<file path="src/rtl/pwft_pkg.sv">
// types, codes and constants shared by the wire-format field tokenizer
`default_nettype none
package pwft_pkg;

   localparam int unsigned QueueDepth = 4;
   localparam int unsigned QueuePtrWidth = $clog2(QueueDepth);
   localparam int unsigned QueueCountWidth = $clog2(QueueDepth + 1);
   localparam int unsigned LastVarintIndex = 9;

   typedef enum logic [2:0] {
      PH_TAG     = 3'd0,
      PH_VALUE   = 3'd1,
      PH_LEN     = 3'd2,
      PH_SKIP    = 3'd3,
      PH_PAYLOAD = 3'd4
   } phase_type;

   typedef enum logic [1:0] {
      KIND_FIELD   = 2'd0,
      KIND_PAYLOAD = 2'd1,
      KIND_OK      = 2'd2,
      KIND_ERROR   = 2'd3
   } kind_type;

   typedef enum logic [2:0] {
      ERR_NONE      = 3'd0,
      ERR_TRUNCATED = 3'd1,
      ERR_WIRE_TYPE = 3'd2,
      ERR_FIELD_0   = 3'd3,
      ERR_TOO_LONG  = 3'd4
   } error_type;

   localparam logic [2:0] WT_VARINT  = 3'd0;
   localparam logic [2:0] WT_FIXED64 = 3'd1;
   localparam logic [2:0] WT_LEN     = 3'd2;
   localparam logic [2:0] WT_FIXED32 = 3'd5;

   typedef struct packed {
      logic [7:0] data_byte;
      logic       final_byte;
   } req_word_type;

   typedef struct packed {
      logic [1:0]  kind;
      logic [31:0] field_number;
      logic [2:0]  wire_type;
      logic [63:0] field_value;
      logic [7:0]  payload_byte;
      logic [2:0]  error_code;
      logic        run_end;
   } rsp_word_type;

endpackage
`default_nettype wire

</file>
<file path="src/rtl/protobuf_wire_field_tokenizer.sv">
// Protobuf wire-format field tokenizer: one message byte per word in, field, payload,
// message-ok and error words out. An accepted byte is held in an input register and
// decoded from it, once the queue has room for two, into up to two result words, which
// enter a four-word output queue; a new byte is taken every cycle while the queue has
// room for two words. The sustained rate is one byte per cycle while rsp_stall is low,
// limited by the single result word leaving per cycle when a byte gives two results (a
// field or payload word followed by message ok, or a payload word followed by an error).
`default_nettype none
module protobuf_wire_field_tokenizer (
   input  wire logic                  clock,
   input  wire logic                  reset,
   input  wire logic                  req_valid,
   output logic                       req_stall,
   input  wire pwft_pkg::req_word_type req_word,
   output logic                       rsp_valid,
   input  wire logic                  rsp_stall,
   output pwft_pkg::rsp_word_type     rsp_word
);
   import pwft_pkg::*;

   req_word_type hold_ff;
   logic         hold_valid_ff, hold_valid_in;
   logic         proc;

   phase_type    phase_ff, phase_in;
   logic [63:0]  acc_ff, acc_in;
   logic [3:0]   sc_ff, sc_in;
   logic [31:0]  field_ff, field_in;
   logic [2:0]   type_ff, type_in;
   logic [63:0]  rem_ff, rem_in;
   logic         err_ff, err_in;

   rsp_word_type                queue_ff [QueueDepth];
   logic [QueuePtrWidth-1:0]    wr_ff, wr_in, rd_ff, rd_in;
   logic [QueueCountWidth-1:0]  count_ff, count_in;

   logic [5:0]   sh_amt;
   logic [63:0]  acc_new;
   logic         vi_complete, vi_too_long;
   logic [63:0]  rem_dec;

   error_type    fail;
   logic         field_done;
   logic         emit_field, emit_payload;
   logic [63:0]  field_val;

   rsp_word_type tok_word, tail_word, r0, r1;
   logic         has_tok, has_tail;
   logic [1:0]   push_n;
   logic         pop;

   // varint byte decode
   always_comb begin
      sh_amt      = {2'b00, sc_ff} * 6'd7;
      acc_new     = acc_ff | ({57'd0, hold_ff.data_byte[6:0]} << sh_amt);
      vi_complete = !hold_ff.data_byte[7];
      vi_too_long = hold_ff.data_byte[7] && (sc_ff >= 4'(LastVarintIndex));
      rem_dec     = (rem_ff != 64'd0) ? rem_ff - 64'd1 : 64'd0;
   end

   assign proc = hold_valid_ff && (count_ff <= QueueCountWidth'(QueueDepth - 2));

   // next state
   always_comb begin
      phase_in     = phase_ff;
      acc_in       = acc_ff;
      sc_in        = sc_ff;
      field_in     = field_ff;
      type_in      = type_ff;
      rem_in       = rem_ff;
      err_in       = err_ff;
      fail         = ERR_NONE;
      field_done   = 1'b0;
      emit_field   = 1'b0;
      emit_payload = 1'b0;
      field_val    = 64'd0;
      if (proc && err_ff) begin
         if (hold_ff.final_byte) begin
            phase_in = PH_TAG;
            acc_in   = 64'd0;
            sc_in    = 4'd0;
            field_in = 32'd0;
            type_in  = 3'd0;
            rem_in   = 64'd0;
            err_in   = 1'b0;
         end
      end else if (proc) begin
         case (phase_ff)
            PH_VALUE, PH_LEN: begin
               acc_in = acc_new;
               if (vi_too_long) begin
                  fail = ERR_TOO_LONG;
               end else if (!vi_complete) begin
                  sc_in = sc_ff + 4'd1;
                  if (hold_ff.final_byte) fail = ERR_TRUNCATED;
               end else begin
                  acc_in = 64'd0;
                  sc_in  = 4'd0;
                  if (phase_ff == PH_VALUE || acc_new == 64'd0) begin
                     emit_field = 1'b1;
                     field_val  = acc_new;
                     phase_in   = PH_TAG;
                     field_done = 1'b1;
                  end else if (hold_ff.final_byte) begin
                     fail = ERR_TRUNCATED;
                  end else begin
                     emit_field = 1'b1;
                     field_val  = acc_new;
                     rem_in     = acc_new;
                     phase_in   = PH_PAYLOAD;
                  end
               end
            end
            PH_SKIP, PH_PAYLOAD: begin
               emit_payload = (phase_ff == PH_PAYLOAD);
               rem_in       = rem_dec;
               if (rem_dec == 64'd0) begin
                  emit_field = (phase_ff == PH_SKIP);
                  phase_in   = PH_TAG;
                  field_done = 1'b1;
               end else if (hold_ff.final_byte) begin
                  fail = ERR_TRUNCATED;
               end
            end
            default: begin
               phase_in = PH_TAG;
               acc_in   = acc_new;
               if (vi_too_long) begin
                  fail = ERR_TOO_LONG;
               end else if (!vi_complete) begin
                  sc_in = sc_ff + 4'd1;
                  if (hold_ff.final_byte) fail = ERR_TRUNCATED;
               end else begin
                  acc_in   = 64'd0;
                  sc_in    = 4'd0;
                  field_in = acc_new[34:3];
                  type_in  = acc_new[2:0];
                  if (acc_new[34:3] == 32'd0) begin
                     fail = ERR_FIELD_0;
                  end else if (acc_new[2:0] == WT_VARINT || acc_new[2:0] == WT_LEN) begin
                     phase_in = (acc_new[2:0] == WT_VARINT) ? PH_VALUE : PH_LEN;
                     if (hold_ff.final_byte) fail = ERR_TRUNCATED;
                  end else if (acc_new[2:0] == WT_FIXED64 || acc_new[2:0] == WT_FIXED32) begin
                     rem_in   = (acc_new[2:0] == WT_FIXED64) ? 64'd8 : 64'd4;
                     phase_in = PH_SKIP;
                     if (hold_ff.final_byte) fail = ERR_TRUNCATED;
                  end else begin
                     fail = ERR_WIRE_TYPE;
                  end
               end
            end
         endcase
         if (fail != ERR_NONE || (hold_ff.final_byte && field_done)) begin
            phase_in = PH_TAG;
            acc_in   = 64'd0;
            sc_in    = 4'd0;
            field_in = 32'd0;
            type_in  = 3'd0;
            rem_in   = 64'd0;
            err_in   = (fail != ERR_NONE) && !hold_ff.final_byte;
         end
      end
   end

   // result words
   always_comb begin
      tok_word              = '0;
      tok_word.kind         = emit_payload ? KIND_PAYLOAD : KIND_FIELD;
      tok_word.field_number = field_ff;
      tok_word.wire_type    = type_ff;
      tok_word.field_value  = field_val;
      tok_word.payload_byte = emit_payload ? hold_ff.data_byte : 8'd0;
      tail_word             = '0;
      tail_word.kind        = (fail != ERR_NONE) ? KIND_ERROR : KIND_OK;
      tail_word.error_code  = fail;
      tail_word.run_end     = 1'b1;
      has_tok  = proc && !err_ff && (emit_field || emit_payload);
      has_tail = proc && !err_ff &&
                 ((fail != ERR_NONE) || (hold_ff.final_byte && field_done));
      tok_word.run_end = !has_tail;
      r0     = has_tok ? tok_word : tail_word;
      r1     = tail_word;
      push_n = {1'b0, has_tok} + {1'b0, has_tail};
   end

   // output queue
   assign rsp_valid = (count_ff != '0);
   assign rsp_word  = queue_ff[rd_ff];
   assign pop       = rsp_valid && !rsp_stall;
   assign req_stall = hold_valid_ff && !proc;

   always_comb begin
      wr_in    = wr_ff + QueuePtrWidth'(push_n);
      rd_in    = rd_ff + QueuePtrWidth'(pop);
      count_in = count_ff + QueueCountWidth'(push_n) - QueueCountWidth'(pop);
      hold_valid_in = hold_valid_ff;
      if (req_valid && !req_stall) begin
         hold_valid_in = 1'b1;
      end else if (proc) begin
         hold_valid_in = 1'b0;
      end
   end

   always_ff @(posedge clock) begin
      if (req_valid && !req_stall) hold_ff <= req_word;
      if (push_n != 2'd0) queue_ff[wr_ff] <= r0;
      if (push_n == 2'd2) queue_ff[wr_ff + QueuePtrWidth'(1)] <= r1;
   end

   always_ff @(posedge clock) begin
      if (reset) begin
         hold_valid_ff <= 1'b0;
         phase_ff      <= PH_TAG;
         acc_ff        <= 64'd0;
         sc_ff         <= 4'd0;
         field_ff      <= 32'd0;
         type_ff       <= 3'd0;
         rem_ff        <= 64'd0;
         err_ff        <= 1'b0;
         wr_ff         <= '0;
         rd_ff         <= '0;
         count_ff      <= '0;
      end else begin
         hold_valid_ff <= hold_valid_in;
         phase_ff      <= phase_in;
         acc_ff        <= acc_in;
         sc_ff         <= sc_in;
         field_ff      <= field_in;
         type_ff       <= type_in;
         rem_ff        <= rem_in;
         err_ff        <= err_in;
         wr_ff         <= wr_in;
         rd_ff         <= rd_in;
         count_ff      <= count_in;
      end
   end

`ifndef ASSERT_OFF
   a_queue_bound: assert property (@(posedge clock) disable iff (reset)
      count_ff <= QueueCountWidth'(QueueDepth))
      else $error("result queue overfilled");

   a_drop_after_error: assert property (@(posedge clock) disable iff (reset)
      (proc && err_ff) |-> (push_n == 2'd0))
      else $error("result produced while dropping a failed message");

   a_run_end_last: assert property (@(posedge clock) disable iff (reset)
      (push_n == 2'd2) |-> (!r0.run_end && r1.run_end))
      else $error("run_end not on the last result of a byte");

   a_error_latched: assert property (@(posedge clock) disable iff (reset)
      (proc && !err_ff && fail != ERR_NONE && !hold_ff.final_byte) |=> err_ff)
      else $error("error mid-message not remembered");
`endif

endmodule
`default_nettype wire

</file>
<file path="config.mk">
export PLATFORM = sky130hd
export DESIGN_NAME = protobuf_wire_field_tokenizer
export DESIGN_NICKNAME = d
export VERILOG_FILES = /design/src/rtl/pwft_pkg.sv /design/src/rtl/protobuf_wire_field_tokenizer.sv
export SDC_FILE = /design/constraint.sdc
export NUM_CORES = 1
export LEC_CHECK = 0
export BUFFER_PORTS_ARGS = -buffer_cell sky130_fd_sc_hd__buf_2
export CAP_MARGIN = 20
export CORE_ASPECT_RATIO = 1.25
export CORE_MARGIN = 2
export CORE_UTILIZATION = 62
export CTS_CLUSTER_DIAMETER = 150
export CTS_CLUSTER_SIZE = 12
export DETAILED_ROUTE_END_ITERATION = 16
export PLACE_DENSITY_LB_ADDON = 0.15
export SLEW_MARGIN = 10
export SYNTH_ARGS = -nofsm -noshare
export SYNTH_HDL_FRONTEND = slang
export SYNTH_SLANG_ARGS = --single-unit
</file>
<file path="constraint.sdc">
create_clock -name clock -period 8.7 [get_ports clock]
set_input_delay 0.87 -clock clock [delete_from_list [all_inputs] [get_ports clock]]
set_output_delay 0.87 -clock clock [all_outputs]
set_load 0.1 [all_outputs]
</file>
==> results <==
- The run finished with clean final reports.
- The synthesized design contains 25 enable-type register cells.
- On the final layout, the worst clock skew is 75.51 ps.
- The kind of cell with the highest combined delay along the critical path is simple AND/OR/NAND/NOR gates.
- STA classifies the critical path endpoint as a flip-flop.
- Setup violations remaining at the end of the flow were counted as 0.
- The biggest fanout along the worst timing path is 64.
- Summing over every cut layer, the via total after detailed routing is 25730.
- For the pin with the worst max-slew slack, the measured transition is 1231 ps.
- The number of antenna diodes in the final layout is 0.
- Across the run, the number of max-cap violations was 0.
- The leakage power total is 11.64 nW.
- Of the post-synthesis cell area, the dominant cell type holds 42.25%.
- The critical path goes through inv_1 -> fa_1 -> inv_1 -> ha_1 -> inv_1 -> fa_1 -> buf_4 -> or3b_2 -> o32ai_1 -> buf_2 -> nor3_1 -> a211oi_1 -> nor4_1 -> nand4_1 -> nand3_1 -> nor2_1 -> nor2_4 -> inv_4 -> ha_1 -> nor3_1 -> nor2_4 -> buf_4 -> nand2_1 -> o21ai_0.
- The library cell used most frequently in the layout, excluding fill and tap cells, is sky130_fd_sc_hd__dfxtp_1.
- The remaining number of nets flagged by the antenna check after routing is 0.
- The starting density of the core is 63.02%.
- Hold timing on the final database bottoms out at a slack of 395.2 ps.
- The synthesized area divided by synthesized cell count is 9.431 µm².
- The worst path meets setup with 948.2 ps of slack.
- The number of nets produced by synthesis is 3128.
- The top-level I/O count is 128.
- The worst register-to-register path begins at sc_ff[1].
- Counting along the longest clock path gives a buffer depth of 3.
- The CTS tree is done.
- The die is 197.9 µm wide.
- The detail-routed via count per cell is 6.974.
- OpenSTA, run right after detailed placement, puts the worst setup slack at 1079 ps.
- The total area inside the core boundary comes to 46240 µm².
- Subtracting the final worst setup slack from the clock period gives 7752 ps.
- Setup repair after global routing left no endpoint under its margin.
- For this run, the slowest stage of the critical path takes 920 ps.
- The total overflow left after global routing is 0.
- The congestion estimate from routability-driven global placement came to 1.003.
- The area growth from synthesis to layout is 8.832%.
- The portion of the clock cycle consumed by the worst path in the final layout is 89.10%.
- Counting instances, the worst hold path has a depth of 1.
- For flop-to-flop paths, the worst setup slack is 950 ps.
- The number of H-tree levels is 2.
- At the later pin of the worst-skew pair, clock insertion delay measures 670 ps.
- The total wirelength of the detailed-routed design is 99.79 mm.
- The library cell used as clock root buffer is sky130_fd_sc_hd__clkbuf_16.
- The number of global-route vias before repair was 24960.
- The highest ir drop seen on vdd is 0.1926 mV.
- For this run, the register share of the synthesized area comes to 44.82%.
- The height of the die is 246.4 µm.
- The area of the die is 48760 µm².
- After synthesis, the cell types taking the most area are sky130_fd_sc_hd__dfxtp_1 42%, sky130_fd_sc_hd__mux4_2 9.0%, sky130_fd_sc_hd__a22o_1 5.2%, sky130_fd_sc_hd__nand2_1 5.0%, sky130_fd_sc_hd__o21ai_0 5.0%.
- The first global-routing pass estimated 150.9 mm of wire.
- In the synthesized netlist the async set-or-reset flop fraction comes to 0%.
- After detailed routing, the average wire length per cell comes to 27.05 µm.
- The worst hold path belongs to the class input port to flip-flop.
- The worst setup path is of the flip-flop to flip-flop kind.
- Measured in cells, the most critical reg-to-reg path has a length of 24.
- The completed layout was analyzed and its total power is 7.424 mW.
- The endpoint identified for the worst register-to-register timing path is queue_ff[2][61].
- The total power density per cell area is 234.1 nW/µm².
- At the end of the flow the core is filled with cells to 68.58%.
- The number of distinct standard cells referenced by the synthesized netlist is 94.
- The number of gates resized after CTS was 0.
- The kind of launch point of the worst setup path is a flip-flop.
- Data on the critical path is required at its endpoint by 9280 ps.
- The initial antenna violation count is 0.
- The proportion of layout cells with a drive suffix above 1 is 15.53%.
- The number of remaining DRC errors is 0.
- The number of hold violations in the final report came to 0.
- Clock tree synthesis found a total of 640 sinks.
- The cell area after technology mapping is 29140 µm².
- The destination of the worst hold path is hold_ff[5].
- The number of iterations in the first detailed-routing pass is 8.
- Counting both buffers and inverters, the worst setup path holds a total of 7.
- Entering global routing, the biggest net connects 86 pins.
- Synthesis handed over a netlist of 3090 instances.
- The slowest stage of the critical path belongs to the cell sky130_fd_sc_hd__fa_1.
- The number of register bits inferred by synthesis is 640.
- The final sum of negative setup slack is 0 ps.
- For this run, the post-layout net count is 3130.
- The Yosys warning count is 0.
- The relative slew slack is 17.97%.
- After clock tree synthesis, the clock-pin slew on the worst setup and hold paths is 80 ps.
- The total half-perimeter wirelength after legalization and detailed placement is 68.15 mm.
- The total global-route track usage is 40.61%.
- The floorplan has 88 rows.
- The detailed router finished its first iteration with 2617 violations.
- The number of input and output port buffers inserted is 127.
- The maximum achievable frequency is 129.0 MHz.
- The cell type with the highest occurrence count on the critical path is sky130_fd_sc_hd__inv_1.
- The prevailing post-synth register cell is sky130_fd_sc_hd__dfxtp_1.
- The post-CTS repair timing setup buffer count is 0.
- STA puts the critical path data arrival time at 8330 ps.
- In this run the most critical hold path is launched from req_word[5].
- In the layout the commonest cells are 613 x sky130_fd_sc_hd__dfxtp_1, 388 x sky130_fd_sc_hd__nand2_1, 289 x sky130_fd_sc_hd__o21ai_0.
- The max-slew violation count was 0.
- Buffers inserted to repair hold after CTS numbered 0.
- The biggest area consumer among synthesized cells is sky130_fd_sc_hd__dfxtp_1.
- Clock tree synthesis inserted a total of 59 buffers.
## registers in the layout (all words and copies together), names as in the netlist
signal         cells
queue_ff         452
acc_ff            64
rem_ff            64
field_ff          32
hold_ff            9
sc_ff              4
count_ff           3
phase_ff           3
type_ff            3
rd_ff              2
wr_ff              2
err_ff             1
hold_valid_ff      1
## layer usage
metal | up-vias | part of all wire [%] | GRT usage, %
li1 | 11400 | - | -
met1 | 12600 | 37 | 49.29
met2 | 1363 | 46 | 64.86
met3 | 363 | 8.1 | 6.995
met4 | 0 | 8.6 | 30.32
met5 | - | 0 | 0
## cell type report
class                           instances  area, µm²
Clock buffer                           69       1514
Clock inverter                          4      88.84
Fill cell                            3637      14530
Inverter                               52      197.7
Multi-Input combinational cell       2142      14920
Sequential cell                       640      13070
Tap cell                              585      732.0
Timing Repair Buffer                  197       1192
## power breakdown
group,switching [mW],internal [mW],total (mW)
logic,1.30,0.636,1.94
registers,0.148,3.02,3.16
clock network,1.10,1.22,2.32
total,2.55,4.87,7.42
## cells by family (layout without fill, tap and decap cells)
group                      after synthesis  in the layout  share of synthesized area [%]
and+or+nand+nor                        979            979                          16.20
AOI/OAI and AO/OA                      944            944                          21.72
DFF                                    640            640                          44.82
buffers and inverters                  308            322                          4.547
muxes                                  136            136                          9.772
xor gates and xnor gates                58             58                          1.743
adders and majority gates               25             25                          1.202
## worst max-delay path by stage
stage          slack [ps]               end     start  cells past startpoint
3_3_place_gp         1240    queue_ff[0][0]  sc_ff[0]                     23
4_1_cts              1040    queue_ff[0][0]  sc_ff[1]                     24
6_report              950   queue_ff[2][61]  sc_ff[1]                     24
2_1_floorplan        2210    queue_ff[0][1]  sc_ff[0]                     29
3_5_place_dp         1080  queue_ff[0][112]  sc_ff[1]                     24
5_1_grt               370   queue_ff[2][61]  sc_ff[1]                     24
## cell usage after synthesis (8+ instances only)
| cell type | number |
|---|---|
| sky130_fd_sc_hd__xor2_1 | 21 |
| sky130_fd_sc_hd__nor3_1 | 82 |
| sky130_fd_sc_hd__mux4_2 | 117 |
| sky130_fd_sc_hd__buf_2 | 22 |
| sky130_fd_sc_hd__a211oi_1 | 52 |
| sky130_fd_sc_hd__clkbuf_1 | 190 |
| sky130_fd_sc_hd__o32ai_1 | 15 |
| sky130_fd_sc_hd__buf_1 | 25 |
| sky130_fd_sc_hd__o21ai_2 | 30 |
| sky130_fd_sc_hd__o21ai_0 | 289 |
| sky130_fd_sc_hd__nand4_1 | 67 |
| sky130_fd_sc_hd__edfxtp_1 | 25 |
| sky130_fd_sc_hd__or4_1 | 11 |
| sky130_fd_sc_hd__and2_1 | 15 |
| sky130_fd_sc_hd__or2_2 | 11 |
| sky130_fd_sc_hd__o22ai_1 | 10 |
| sky130_fd_sc_hd__and3_1 | 12 |
| sky130_fd_sc_hd__ha_1 | 20 |
| sky130_fd_sc_hd__buf_6 | 8 |
| sky130_fd_sc_hd__a31oi_1 | 14 |
| sky130_fd_sc_hd__mux2i_1 | 10 |
| sky130_fd_sc_hd__dfxtp_1 | 615 |
| sky130_fd_sc_hd__buf_4 | 8 |
| sky130_fd_sc_hd__a21o_1 | 9 |
| sky130_fd_sc_hd__nor2b_1 | 17 |
| sky130_fd_sc_hd__nor4_1 | 45 |
| sky130_fd_sc_hd__nand2b_1 | 14 |
| sky130_fd_sc_hd__or3_1 | 13 |
| sky130_fd_sc_hd__a22o_1 | 173 |
| sky130_fd_sc_hd__a2bb2oi_1 | 22 |
| sky130_fd_sc_hd__a21oi_1 | 194 |
| sky130_fd_sc_hd__inv_1 | 50 |
| sky130_fd_sc_hd__o22a_1 | 26 |
| sky130_fd_sc_hd__nand2_1 | 390 |
| sky130_fd_sc_hd__nor2_1 | 207 |
| sky130_fd_sc_hd__nand3_1 | 41 |
| sky130_fd_sc_hd__a32o_1 | 8 |
| sky130_fd_sc_hd__xnor2_1 | 37 |
## metrics by stage
| stage | std cells | cell area (µm²) |
|---|---|---|
| 6_report | 3689 | 31720 |
| 5_1_grt | 3689 | 31720 |
| 4_1_cts | 3684 | 31660 |
| 3_5_place_dp | 3611 | 30060 |
| 3_3_place_gp | 3608 | 30040 |
| 2_1_floorplan | 3090 | 29140 |
No activity file was read; power rests on OpenSTA's default activity.
